File: src/rtl/core/dubd_pkg.sv
package dubd_pkg;

    // Decoder phase for one URI.
    typedef enum logic [1:0] {
        PH_SCAN   = 2'd0,
        PH_DECODE = 2'd1,
        PH_STOP   = 2'd2,
        PH_FAIL   = 2'd3
    } t_phase;

    // Class of one input byte as seen by the decoder.
    typedef enum logic [1:0] {
        CLS_OTHER  = 2'd0,
        CLS_SEXTET = 2'd1,
        CLS_PAD    = 2'd2
    } t_cls;

    // Final status codes.
    localparam logic [1:0] ST_OK        = 2'd0;
    localparam logic [1:0] ST_NO_MARKER = 2'd1;
    localparam logic [1:0] ST_LIMIT     = 2'd2;

    localparam logic [15:0] LIMIT_RESET = 16'hFFFF;
    localparam logic [2:0]  HEAD_LEN    = 3'd5;
    localparam logic [2:0]  MARKER_LAST = 3'd7;
    localparam logic [7:0]  CHR_SEMI    = 8'h3B;
    localparam logic [7:0]  CHR_PAD     = 8'h3D;

    // One classified byte travelling from the front to the back.
    typedef struct packed {
        logic [7:0] raw;
        logic       last;
        t_cls       cls;
        logic [5:0] sextet;
    } t_item;

    // Characters of the marker ";base64,".
    function automatic logic [7:0] marker_char(input logic [2:0] idx);
        logic [7:0] chr;
        unique case (idx)
            3'd0: chr = 8'h3B;
            3'd1: chr = 8'h62;
            3'd2: chr = 8'h61;
            3'd3: chr = 8'h73;
            3'd4: chr = 8'h65;
            3'd5: chr = 8'h36;
            3'd6: chr = 8'h34;
            default: chr = 8'h2C;
        endcase
        return chr;
    endfunction

    // Base64 alphabet map; bit 6 set means the byte is outside the alphabet.
    function automatic logic [6:0] sextet_of(input logic [7:0] chr);
        logic [6:0] val;
        if (chr >= 8'h41 && chr <= 8'h5A) begin
            val = 7'(chr - 8'h41);
        end else if (chr >= 8'h61 && chr <= 8'h7A) begin
            val = 7'(chr - 8'h61 + 8'd26);
        end else if (chr >= 8'h30 && chr <= 8'h39) begin
            val = 7'(chr - 8'h30 + 8'd52);
        end else if (chr == 8'h2B) begin
            val = 7'd62;
        end else if (chr == 8'h2F) begin
            val = 7'd63;
        end else begin
            val = 7'd64;
        end
        return val;
    endfunction

endpackage

File: src/rtl/core/dubd_front.sv
module dubd_front (
    input  logic           i_clk,
    input  logic           i_rst_n,
    input  logic           i_valid,
    output logic           o_ready,
    input  logic [7:0]     i_in_byte,
    input  logic           i_end_of_uri,
    output logic           o_item_valid,
    input  logic           i_item_ready,
    output dubd_pkg::t_item o_item
);
    import dubd_pkg::*;

    logic       r_valid;
    t_item      r_item;
    t_item      n_item;
    logic [6:0] w_map;

    assign o_ready      = !r_valid || i_item_ready;
    assign o_item_valid = r_valid;
    assign o_item       = r_item;

    // Classify the incoming byte.
    always_comb begin
        w_map         = sextet_of(i_in_byte);
        n_item.raw    = i_in_byte;
        n_item.last   = i_end_of_uri;
        n_item.sextet = w_map[5:0];
        if (i_in_byte == CHR_PAD) begin
            n_item.cls = CLS_PAD;
        end else if (!w_map[6]) begin
            n_item.cls = CLS_SEXTET;
        end else begin
            n_item.cls = CLS_OTHER;
        end
    end

    // Hold the classified byte until the queue takes it.
    always_ff @(posedge i_clk) begin
        if (!i_rst_n) begin
            r_valid <= 1'b0;
        end else if (o_ready) begin
            r_valid <= i_valid;
        end
    end

    always_ff @(posedge i_clk) begin
        if (o_ready && i_valid) begin
            r_item <= n_item;
        end
    end

endmodule

File: src/rtl/core/dubd_queue.sv
module dubd_queue #(
    parameter int DEPTH = 4
) (
    input  logic            i_clk,
    input  logic            i_rst_n,
    input  logic            i_push,
    output logic            o_not_full,
    input  dubd_pkg::t_item i_item,
    input  logic            i_pop,
    output logic            o_not_empty,
    output dubd_pkg::t_item o_item
);
    import dubd_pkg::*;

    localparam int AW = (DEPTH > 1) ? $clog2(DEPTH) : 1;
    localparam int CW = $clog2(DEPTH + 1);

    t_item          r_mem [DEPTH];
    logic [AW-1:0]  r_wr_ptr;
    logic [AW-1:0]  r_rd_ptr;
    logic [CW-1:0]  r_count;
    logic           w_push;
    logic           w_pop;

    assign o_not_full  = r_count != CW'(DEPTH);
    assign o_not_empty = r_count != '0;
    assign w_push      = i_push && o_not_full;
    assign w_pop       = i_pop && o_not_empty;
    assign o_item      = r_mem[r_rd_ptr];

    // Pointers and fill level.
    always_ff @(posedge i_clk) begin
        if (!i_rst_n) begin
            r_wr_ptr <= '0;
            r_rd_ptr <= '0;
            r_count  <= '0;
        end else begin
            if (w_push) begin
                r_wr_ptr <= (r_wr_ptr == AW'(DEPTH - 1)) ? '0 : r_wr_ptr + 1'b1;
            end
            if (w_pop) begin
                r_rd_ptr <= (r_rd_ptr == AW'(DEPTH - 1)) ? '0 : r_rd_ptr + 1'b1;
            end
            if (w_push && !w_pop) begin
                r_count <= r_count + 1'b1;
            end else if (w_pop && !w_push) begin
                r_count <= r_count - 1'b1;
            end
        end
    end

    // Entry storage.
    always_ff @(posedge i_clk) begin
        if (w_push) begin
            r_mem[r_wr_ptr] <= i_item;
        end
    end

endmodule

File: src/rtl/core/dubd_back.sv
module dubd_back (
    input  logic            i_clk,
    input  logic            i_rst_n,
    input  logic            i_cfg_we,
    input  logic [15:0]     i_cfg_data,
    input  logic            i_item_valid,
    output logic            o_pop,
    input  dubd_pkg::t_item i_item,
    output logic            o_valid,
    input  logic            i_ready,
    output logic [7:0]      o_out_byte,
    output logic            o_byte_valid,
    output logic            o_done_res,
    output logic [1:0]      o_status,
    output logic [15:0]     o_byte_count
);
    import dubd_pkg::*;

    logic [15:0] r_limit;
    t_phase      r_phase, n_phase, w_ph_after;
    logic [2:0]  r_mprog, n_mprog;
    logic [2:0]  r_pos, n_pos;
    logic [5:0]  r_left, n_left;
    logic [2:0]  r_lcnt, n_lcnt;
    logic [15:0] r_emit, n_emit;

    logic        r_out_valid;
    logic [7:0]  r_out_byte, n_out_byte;
    logic        r_out_bv;
    logic        r_out_done;
    logic [1:0]  r_out_status, n_out_status;
    logic [15:0] r_out_count;

    logic        w_past_head, w_mk_hit, w_mk_done, w_full, w_lim_hit, w_emit, w_result;
    logic [3:0]  w_sum;
    logic [2:0]  w_n2;
    logic [11:0] w_comb;

    assign o_pop        = i_item_valid && (!r_out_valid || i_ready);
    assign o_valid      = r_out_valid;
    assign o_out_byte   = r_out_byte;
    assign o_byte_valid = r_out_bv;
    assign o_done_res   = r_out_done;
    assign o_status     = r_out_status;
    assign o_byte_count = r_out_count;

    // Conditions shared by the phase logic and the datapath.
    always_comb begin
        w_past_head = r_pos >= HEAD_LEN;
        w_mk_hit    = i_item.raw == marker_char(r_mprog);
        w_mk_done   = w_mk_hit && (r_mprog == MARKER_LAST);
        w_sum       = {1'b0, r_lcnt} + 4'd6;
        w_full      = w_sum >= 4'd8;
        w_n2        = 3'(w_sum - 4'd8);
        w_lim_hit   = r_emit >= r_limit;
        w_comb      = {r_left, i_item.sextet};
        w_emit      = o_pop && (r_phase == PH_DECODE) && (i_item.cls == CLS_SEXTET)
                      && w_full && !w_lim_hit;
        w_result    = w_emit || (o_pop && i_item.last);
    end

    // Phase next state; the end of a URI always returns to scanning.
    always_comb begin
        w_ph_after = r_phase;
        unique case (r_phase)
            PH_SCAN: begin
                if (w_past_head && w_mk_done) begin
                    w_ph_after = (r_limit == '0) ? PH_FAIL : PH_DECODE;
                end
            end
            PH_DECODE: begin
                if (i_item.cls == CLS_PAD) begin
                    w_ph_after = PH_STOP;
                end else if (i_item.cls == CLS_SEXTET && w_full && w_lim_hit) begin
                    w_ph_after = PH_FAIL;
                end
            end
            PH_STOP: w_ph_after = PH_STOP;
            PH_FAIL: w_ph_after = PH_FAIL;
            default: w_ph_after = PH_SCAN;
        endcase
        if (!o_pop) begin
            n_phase = r_phase;
        end else if (i_item.last) begin
            n_phase = PH_SCAN;
        end else begin
            n_phase = w_ph_after;
        end
    end

    // Marker tracking, bit accumulation and result fields.
    always_comb begin
        n_mprog      = r_mprog;
        n_pos        = r_pos;
        n_left       = r_left;
        n_lcnt       = r_lcnt;
        n_emit       = r_emit;
        n_out_byte   = 8'd0;
        n_out_status = ST_OK;
        if (o_pop) begin
            if (!w_past_head) begin
                n_pos = r_pos + 1'b1;
            end
            if (r_phase == PH_SCAN && w_past_head) begin
                if (w_mk_done) begin
                    n_mprog = '0;
                end else if (w_mk_hit) begin
                    n_mprog = r_mprog + 1'b1;
                end else begin
                    n_mprog = (i_item.raw == CHR_SEMI) ? 3'd1 : 3'd0;
                end
            end
            if (r_phase == PH_DECODE && i_item.cls == CLS_SEXTET) begin
                if (!w_full) begin
                    n_left = i_item.sextet;
                    n_lcnt = w_sum[2:0];
                end else if (w_emit) begin
                    n_emit = r_emit + 1'b1;
                    n_lcnt = w_n2;
                    case (w_n2)
                        3'd2: begin
                            n_out_byte = w_comb[9:2];
                            n_left     = {4'd0, w_comb[1:0]};
                        end
                        3'd4: begin
                            n_out_byte = w_comb[11:4];
                            n_left     = {2'd0, w_comb[3:0]};
                        end
                        default: begin
                            n_out_byte = w_comb[7:0];
                            n_left     = 6'd0;
                        end
                    endcase
                end
            end
            if (i_item.last) begin
                if (w_ph_after == PH_SCAN) begin
                    n_out_status = ST_NO_MARKER;
                end else if (w_ph_after == PH_FAIL) begin
                    n_out_status = ST_LIMIT;
                end
            end
        end
    end

    // Configuration register.
    always_ff @(posedge i_clk) begin
        if (!i_rst_n) begin
            r_limit <= LIMIT_RESET;
        end else if (i_cfg_we) begin
            r_limit <= i_cfg_data;
        end
    end

    // Per-URI state, cleared after the last byte.
    always_ff @(posedge i_clk) begin
        if (!i_rst_n) begin
            r_phase <= PH_SCAN;
            r_mprog <= '0;
            r_pos   <= '0;
            r_left  <= '0;
            r_lcnt  <= '0;
            r_emit  <= '0;
        end else begin
            r_phase <= n_phase;
            if (o_pop && i_item.last) begin
                r_mprog <= '0;
                r_pos   <= '0;
                r_left  <= '0;
                r_lcnt  <= '0;
                r_emit  <= '0;
            end else begin
                r_mprog <= n_mprog;
                r_pos   <= n_pos;
                r_left  <= n_left;
                r_lcnt  <= n_lcnt;
                r_emit  <= n_emit;
            end
        end
    end

    // Output register; a result waits here until its transfer.
    always_ff @(posedge i_clk) begin
        if (!i_rst_n) begin
            r_out_valid <= 1'b0;
        end else if (!r_out_valid || i_ready) begin
            r_out_valid <= w_result;
        end
    end

    always_ff @(posedge i_clk) begin
        if (w_result) begin
            r_out_byte   <= n_out_byte;
            r_out_bv     <= w_emit;
            r_out_done   <= i_item.last;
            r_out_status <= n_out_status;
            r_out_count  <= n_emit;
        end
    end

endmodule

File: src/rtl/core/data_uri_base64_decoder.sv
// Data URI Base64 decoder: one URI byte per transfer, at most one result each.
// A result passes the classify register, a queue entry and the output register before it is offered.
// Throughput: one byte per cycle while no queue is full and the result side is ready,
// set by the decode step in the back.
// Reset: synchronous, active low; clears all URI state and queues, and sets
// the output limit to 65535.
module data_uri_base64_decoder #(
    parameter int QUEUE_DEPTH = 4
) (
    input  logic        i_clk,
    input  logic        i_rst_n,
    input  logic        i_cfg_we,
    input  logic [15:0] i_cfg_data,
    input  logic        i_valid,
    output logic        o_ready,
    input  logic [7:0]  i_in_byte,
    input  logic        i_end_of_uri,
    output logic        o_valid,
    input  logic        i_ready,
    output logic [7:0]  o_out_byte,
    output logic        o_byte_valid,
    output logic        o_done_res,
    output logic [1:0]  o_status,
    output logic [15:0] o_byte_count
);
    import dubd_pkg::*;

    logic  w_f_valid, w_q_not_full, w_q_not_empty, w_pop;
    t_item w_f_item, w_q_item;

    // Front: accept and classify bytes.
    dubd_front u_front (
        .i_clk        (i_clk),
        .i_rst_n      (i_rst_n),
        .i_valid      (i_valid),
        .o_ready      (o_ready),
        .i_in_byte    (i_in_byte),
        .i_end_of_uri (i_end_of_uri),
        .o_item_valid (w_f_valid),
        .i_item_ready (w_q_not_full),
        .o_item       (w_f_item)
    );

    // Queue between the two halves.
    dubd_queue #(
        .DEPTH (QUEUE_DEPTH)
    ) u_queue (
        .i_clk       (i_clk),
        .i_rst_n     (i_rst_n),
        .i_push      (w_f_valid),
        .o_not_full  (w_q_not_full),
        .i_item      (w_f_item),
        .i_pop       (w_pop),
        .o_not_empty (w_q_not_empty),
        .o_item      (w_q_item)
    );

    // Back: marker search, decoding and results.
    dubd_back u_back (
        .i_clk        (i_clk),
        .i_rst_n      (i_rst_n),
        .i_cfg_we     (i_cfg_we),
        .i_cfg_data   (i_cfg_data),
        .i_item_valid (w_q_not_empty),
        .o_pop        (w_pop),
        .i_item       (w_q_item),
        .o_valid      (o_valid),
        .i_ready      (i_ready),
        .o_out_byte   (o_out_byte),
        .o_byte_valid (o_byte_valid),
        .o_done_res   (o_done_res),
        .o_status     (o_status),
        .o_byte_count (o_byte_count)
    );

    // A result carries a byte, a final status, or both.
    a_result_kind: assert property (@(posedge i_clk) disable iff (!i_rst_n)
        o_valid |-> (o_byte_valid || o_done_res))
        else $error("result with neither byte nor final status");

    // Status is only reported on the final result.
    a_status_final: assert property (@(posedge i_clk) disable iff (!i_rst_n)
        (o_valid && !o_done_res) |-> (o_status == ST_OK))
        else $error("status set on a non-final result");

    // A decoded byte always counts itself.
    a_count_byte: assert property (@(posedge i_clk) disable iff (!i_rst_n)
        (o_valid && o_byte_valid) |-> (o_byte_count != 16'd0))
        else $error("decoded byte with zero count");

    // After a non-final byte, the next byte of the same URI counts one more.
    a_count_step: assert property (@(posedge i_clk) disable iff (!i_rst_n)
        (o_valid && i_ready && o_byte_valid && !o_done_res) ##1
        (o_valid && o_byte_valid && $past(o_valid && i_ready))
        |-> (o_byte_count == $past(o_byte_count) + 16'd1))
        else $error("byte count did not advance by one");

endmodule

File: config.mk
export PLATFORM = sky130hd
export DESIGN_NAME = data_uri_base64_decoder
export DESIGN_NICKNAME = d
export VERILOG_FILES = /design/src/rtl/core/dubd_pkg.sv /design/src/rtl/core/dubd_front.sv /design/src/rtl/core/dubd_queue.sv /design/src/rtl/core/dubd_back.sv /design/src/rtl/core/data_uri_base64_decoder.sv
export SDC_FILE = /design/constraint.sdc
export NUM_CORES = 1
export LEC_CHECK = 0
export BUFFER_PORTS_ARGS = -buffer_cell sky130_fd_sc_hd__buf_2
export CAP_MARGIN = 10
export CELL_PAD_IN_SITES_DETAIL_PLACEMENT = 2
export CELL_PAD_IN_SITES_GLOBAL_PLACEMENT = 2
export CORE_UTILIZATION = 45
export CTS_CLUSTER_SIZE = 24
export DETAILED_ROUTE_END_ITERATION = 6
export HOLD_SLACK_MARGIN = 0.02
export PLACE_DENSITY = 0.85
export SKIP_CTS_REPAIR_TIMING = 1
export SYNTH_ARGS = -nofsm -noshare
export SYNTH_HDL_FRONTEND = slang
export SYNTH_HIERARCHICAL = 1
export SYNTH_SLANG_ARGS = --single-unit
export TNS_END_PERCENT = 5
File: constraint.sdc
create_clock -name i_clk -period 9 [get_ports i_clk]
set_input_delay 1.35 -clock i_clk [delete_from_list [all_inputs] [get_ports i_clk]]
set_output_delay 1.35 -clock i_clk [all_outputs]
set_load 0.005 [all_outputs]
== Word-level counts from Yosys, hierarchy flattened ==
Memories as Yosys holds them, arrays and structs flattened. A register that Yosys moved wholly into a read port is not among the register bits.
Index checks and enable logic that the tools add are counted.

* Equality and inequality tests: 24
* Order comparisons: 9
* Reduce and logical (&&, ||, !) cells: 41
* Div/mod/pow operators: 0
* Shift-type cells: 0
* Bitwise gates (word level): 4
* Muxes and demuxes: 36
* Multipliers: 0
* Add/sub/neg operators: 14

{| class="wikitable"
|+ Operator list
! operator !! count
|-
| two-way mux 16 bit || 4
|-
| one-hot mux 7 bit (7 select lines) || 1
|-
| two-way mux 7 bit || 5
|-
| equality test 8 x 6 -> 1 bit, second input constant || 4
|-
| logical AND 1 bit || 20
|-
| two-way mux 2 bit || 10
|-
| two-way mux 3 bit || 6
|-
| adder 16 x 1 -> 16 bit, second input constant || 1
|-
| >= comparator 16 bit || 1
|-
| >= comparator 8 x 7 -> 1 bit, second input constant || 2
|-
| less-or-equal comparator 8 x 7 -> 1 bit, second input constant || 2
|-
| logical NOT 16 bit || 1
|-
| one-hot mux 8 bit (2 select lines) || 1
|-
| equality test 3 bit, second input constant || 5
|-
| subtractor 7 bit, second input constant || 2
|-
| equality test 2 bit, second input constant || 6
|-
| two-way mux 6 bit || 2
|-
| adder 3 x 1 -> 3 bit, second input constant || 3
|-
| equality test 3 x 2 -> 1 bit, second input constant || 3
|-
| equality test 8 x 7 -> 1 bit || 1
|-
| >= comparator 8 x 6 -> 1 bit, second input constant || 1
|-
| less-or-equal comparator 8 x 6 -> 1 bit, second input constant || 1
|-
| one-hot mux 2 bit (4 select lines) || 1
|-
| one-hot mux 4 bit (2 select lines) || 1
|-
| 25 further kinds || 44
|}

* Bits in registers: 103
* Input port bits: 30
* Memory bits (writable): 68
* Memories: 1
* Logic and storage cells: 151
* Bits in latches: 0
* Output and inout port bits: 30
* Bits in read-only memories: 0

{| class="wikitable"
|+ Memories
! name !! words !! bits a word !! rd ports !! clocked after memory_dff !! wr ports !! line !! source
|-
| u_queue.r_mem || 4 || 17 || 1 || 1 || 1 || dubd_queue.sv:18 || <nowiki>t_item r_mem [DEPTH];</nowiki>
|}

== Logic depth before layout (Yosys ltp) ==
* Depth after elaboration: 11
* Gate-level depth with buffers: 10
* Depth with buffers taken out: 9

== Cells and area by module ==
Netlist, hierarchy kept.

{| class="wikitable"
|+ By module, submodules not included
! module !! times used !! cells each !! sequential area each (um^2) !! area an instance (um^2)
|-
| dubd_back || 1 || 430 || 1821.7 || 4060.1
|-
| dubd_queue || 1 || 140 || 2222.1 || 2937.8
|-
| dubd_front || 1 || 93 || 530.5 || 1063.5
|}

== Worst setup path after synthesis ==
Ideal clock, no wire load.

* Kind: flip-flop to flip-flop
* Start point: register with a tool-made name
* End point: register u_back.r_out_count[0], in the netlist u_back/o_byte_count[0] (enable)
* Data arrival time: 3.303 ns
* Data required time: 8.615 ns
* Cell stages (with the launch flop): 10
* Clock period less this slack: 3.689 ns
* Path slack: 5.311 ns
* Path through: dfxtp_1 buf_2 buf_4 mux4_2 and4bb_1 nand3_2 or4_1 o31a_1 clkbuf_1 nand2_1

{| class="wikitable"
|+ RTL lines
! element !! line !! source
|-
| to (signal assigned) || dubd_back.sv:197 || <nowiki>r_out_count <= n_emit;</nowiki>
|-
| to (decl) || dubd_back.sv:32 || <nowiki>logic [15:0] r_out_count;</nowiki>
|}

==> results <==
- The distinct cell type count after synthesis is 76.
- The count of final setup violators is 0.
- The die is 136 um tall.
- Measured on the finished design, the core utilization comes to 52.9%.
- The TritonCTS clock tree is built.
- STA classifies the critical path startpoint as a flop.
- The sequential cell area is 0.00457 sq mm.
- Of the cells placed in the final design, the portion with a size suffix greater than 1 is 17.4%.
- The ratio of final minimum period to clock period is 45.0%.
- The clock network latency to the later pin of the worst-skew pair is 0.44 ns.
- Entering global routing, the biggest net connects 33 pins.
- The maximum fanout count along the critical path is 32.
- In this run, synthesis inferred 113 flip-flops with an integrated enable.
- The number of placed instances, taps included, is 926.
- The worst setup path is captured at a flop.
- 0 antenna diodes ended up in the layout.
- The total negative slack is 0 ns.
- The post-synthesis sequential element count is 172.
- The core outline area is 0.0174 sq mm.
- The count of pins over their slew limit was 0.
- After clock tree synthesis, the clock-pin slew on the worst setup and hold paths is 0.07 ns.
- In the global route stage, overall resource usage came out at 27.5%.
- Global routing consumed, on the met1 layer, 29.1% of the routing resources.
- The netlist area before placement is 0.00806 sq mm.
- The starting density of the core is 46.3%.
- The data required time at the worst endpoint is 9.10 ns.
- The highest achievable clock rate is 247 MHz.
- The first global-routing pass estimated 37100 um of wire.
- 60 I/O pins were placed.
- Buffers placed on the I/O ports in this run total 59.
- The count of cells in the finished layout, fillers not included, comes to 959.
- After detailed routing, the number of vias per cell comes to 6.00.
- The number of maximum-capacitance constraint violations is 0.
- The portion of the post-synthesis area used by sequential elements is 56.7%.
- The number of antenna violations at the first check in global routing is 0.
- The number of endpoints with negative hold slack in the final report came to 0.
- The number of buffers and inverters on the critical path is 1.
- The power per standard cell area is 238 mW/mm^2.
- The critical path in this run is classified as reg -> reg.
- The post-synthesis to final-layout area growth is 14.2%.
- In this run the deepest clock path goes through 2 buffers.
- For the pin with the worst max-slew slack, the measured transition is 1.16 ns.
- Buffers inserted during clock tree synthesis total 17.
- The worst supply voltage drop on vdd is 0.181 mV.
- After detailed routing, the average wire length per cell comes to 24.7 um.
- The met3 track demand over resource in global routing is 5.33%.
- The worst max-slew margin expressed relative to the limit is 22.8%.
- The total vias in the final route is 5756.
- The number of cell rows is 48.
- In the global route stage, met2 resource usage came out at 52.8%.
- The net count of the mapped netlist is 737.
- The synthesized design devotes to its leading area cell type 42.1% of total area.
- Ranked by total cell area, the synthesized netlist is headed by sky130_fd_sc_hd__edfxtp_1 42%, sky130_fd_sc_hd__dfxtp_1 15%, sky130_fd_sc_hd__ha_1 6.5%, sky130_fd_sc_hd__mux4_2 4.7%, sky130_fd_sc_hd__nand2_1 3.1%.
- The H-tree generated during clock tree synthesis spans 4 levels.
- Wires add up to 23700 um.
- Clock tree synthesis selected as its root buffer the cell sky130_fd_sc_hd__clkbuf_16.
- On the critical path the largest part of the delay comes from simple AND/OR/NAND/NOR gates.
- For this run, the post-layout net count is 795.
- The floorplan step defined a die boundary enclosing 0.0185 sq mm.
- Counting instances in the post-synthesis netlist gives the leading cell types as 113 x sky130_fd_sc_hd__edfxtp_1, 66 x sky130_fd_sc_hd__nand2_1, 59 x sky130_fd_sc_hd__dfxtp_1.
- The area used by multi-input combinational logic is 0.00322 sq mm.
- During synthesis, Yosys emitted a total of 6 warnings.
- For this run, the leading register cell type out of synthesis is sky130_fd_sc_hd__edfxtp_1.
- The number of cells produced by synthesis is 663.
- The setup skew after layout is 0.0140 ns.
- The maximum cell stage delay along the critical path is 0.87 ns.
- The wire-length estimate of the detail-placed layout is 16100 um.
- In this run the horizontal extent of the chip is 136 um.
- The library cell occupying the most area in the post-synthesis netlist is sky130_fd_sc_hd__edfxtp_1.
- The first detailed-routing pass ran for 5 iterations.
- The most frequent cell after synthesis is sky130_fd_sc_hd__edfxtp_1.
- Walking the worst path, the cells encountered are mux4_2, and4bb_1, nand3_2, or4_1, o31a_1, nand2_1, buf_4.
- The worst min-delay path category is reg -> reg.
- The number of DRC violations after detailed-routing iteration 0 is 281.
- The synthesized area per cell is 12.2 sq um.
- The detailed-route DRC error count is 0.
- The tree built by TritonCTS fans out to 172 sinks.
- After global routing the overflow that remains totals 0.
- The number of cells on the worst reg-to-reg path is 7.
- Fill cells in the final layout number 1714.
- The remaining number of nets flagged by the antenna check after routing is 0.
- For the worst setup path, the data arrival time is 4.15 ns.
- The critical path crosses 7 cells after its start point.
- The library cell contributing the largest single delay on the critical path is sky130_fd_sc_hd__dfxtp_1.
- Setup repair after global routing left no endpoint under its margin.
- The proportion of synthesized flip-flops having asynchronous set or reset is 0%.
- The flow ran to the end, and the final reports show no timing, DRC or antenna violations.
- The leakage power of the design is 3.49 nW.
- The worst hold slack across all endpoints is 0.514 ns.
- The global routing's busiest layer is met2.
- The worst hold path was traced through 2 stages.
- Routability-driven placement finished with a final weighted congestion of 0.852.
- The via count of the first global-routing pass came to 6574.
- The time the final worst path needs with I/O delays and setup is 4.05 ns.
==> cell families after synthesis <==
kind of cell | count (synthesis) | synth area share [%]
fa+ha+maj | 44 | 7.02
mux | 24 | 5.65
xor+xnor | 12 | 1.30
buf+inv | 64 | 3.29
compound gates | 145 | 12.4
flops | 172 | 56.7
simple gates | 202 | 13.6
==> sequential cells by signal, indices dropped and copies added, names as in the netlist, 3 cells and up, named ones only <==
name                 count
u_queue/r_mem           68
u_front/o_item          17
u_back/o_byte_count     16
u_back/r_emit           16
u_back/r_limit          16
u_back/o_out_byte        8
u_back/r_left            6
u_back/r_mprog           3
u_back/r_pos             3
u_queue/r_count          3
==> cell usage in the layout (no fill, tap or decap), types with 11 or more instances in the layout <==
master                      instances
sky130_fd_sc_hd__a21oi_1           36
sky130_fd_sc_hd__a22oi_1           11
sky130_fd_sc_hd__buf_2             59
sky130_fd_sc_hd__clkbuf_16         17
sky130_fd_sc_hd__dfxtp_1           59
sky130_fd_sc_hd__edfxtp_1         113
sky130_fd_sc_hd__ha_1              42
sky130_fd_sc_hd__inv_1             41
sky130_fd_sc_hd__mux4_2            17
sky130_fd_sc_hd__nand2_1           66
sky130_fd_sc_hd__nand3_1           17
sky130_fd_sc_hd__nor2_1            18
sky130_fd_sc_hd__o211ai_1          24
sky130_fd_sc_hd__o21ai_0           17
sky130_fd_sc_hd__or3_1             16
==> final cells by class <==
type                       count  area share (%)
timing repair buffer          62            3.67
clock inverter                15            2.32
clock buffer                  17            4.62
tap                          225            3.06
multi-input combinational    427            35.0
inverter                      41            1.67
sequential                   172            49.7
==> worst reg2reg max path, delay by kind of cell (launching register included) <==
family,cells,cell delay [ns]
muxes,1,0.47
DFF,1,0.87
AOI/OAI and AO/OA,1,0.62
and+or+nand+nor,4,1.35
buffers and inverters,1,0.38
==> path summary, 6_finish.rpt <==
path	from	to	slack (ns)
min reg2reg	u_back/r_limit[8]	u_back/r_limit[8]	0.51
max	flop	u_back/o_byte_count[1]	4.95
min	u_back/r_limit[8]	u_back/r_limit[8]	0.51
max reg2reg	flop	u_back/o_byte_count[1]	4.95
==> metrics by stage <==
stage                     area (sq um)  setup slack (ns)  power (W)
after floorplan                   8060              5.31    0.00125
after global placement            8540              5.20    0.00135
after detailed placement          8540              5.05    0.00139
after CTS                         9180              4.98    0.00220
after global routing              9210              4.74    0.00228
final                             9210              4.95    0.00219
==> metal layers <==
| metal | share of wire (%) | up-vias |
|---|---|---|
| met4 | 2.3 | 0 |
| met2 | 57 | 146 |
| met1 | 38 | 2945 |
| met5 | 0 | - |
| met3 | 3.2 | 40 |
| li1 | - | 2625 |
==> report_power, final <==
| part | switching, W | internal (W) |
|---|---|---|
| sequential | 0.0000505 | 0.000938 |
| clock | 0.000329 | 0.000470 |
| combinational | 0.000244 | 0.000160 |
Note: power is estimated with default switching activity, not from simulation.
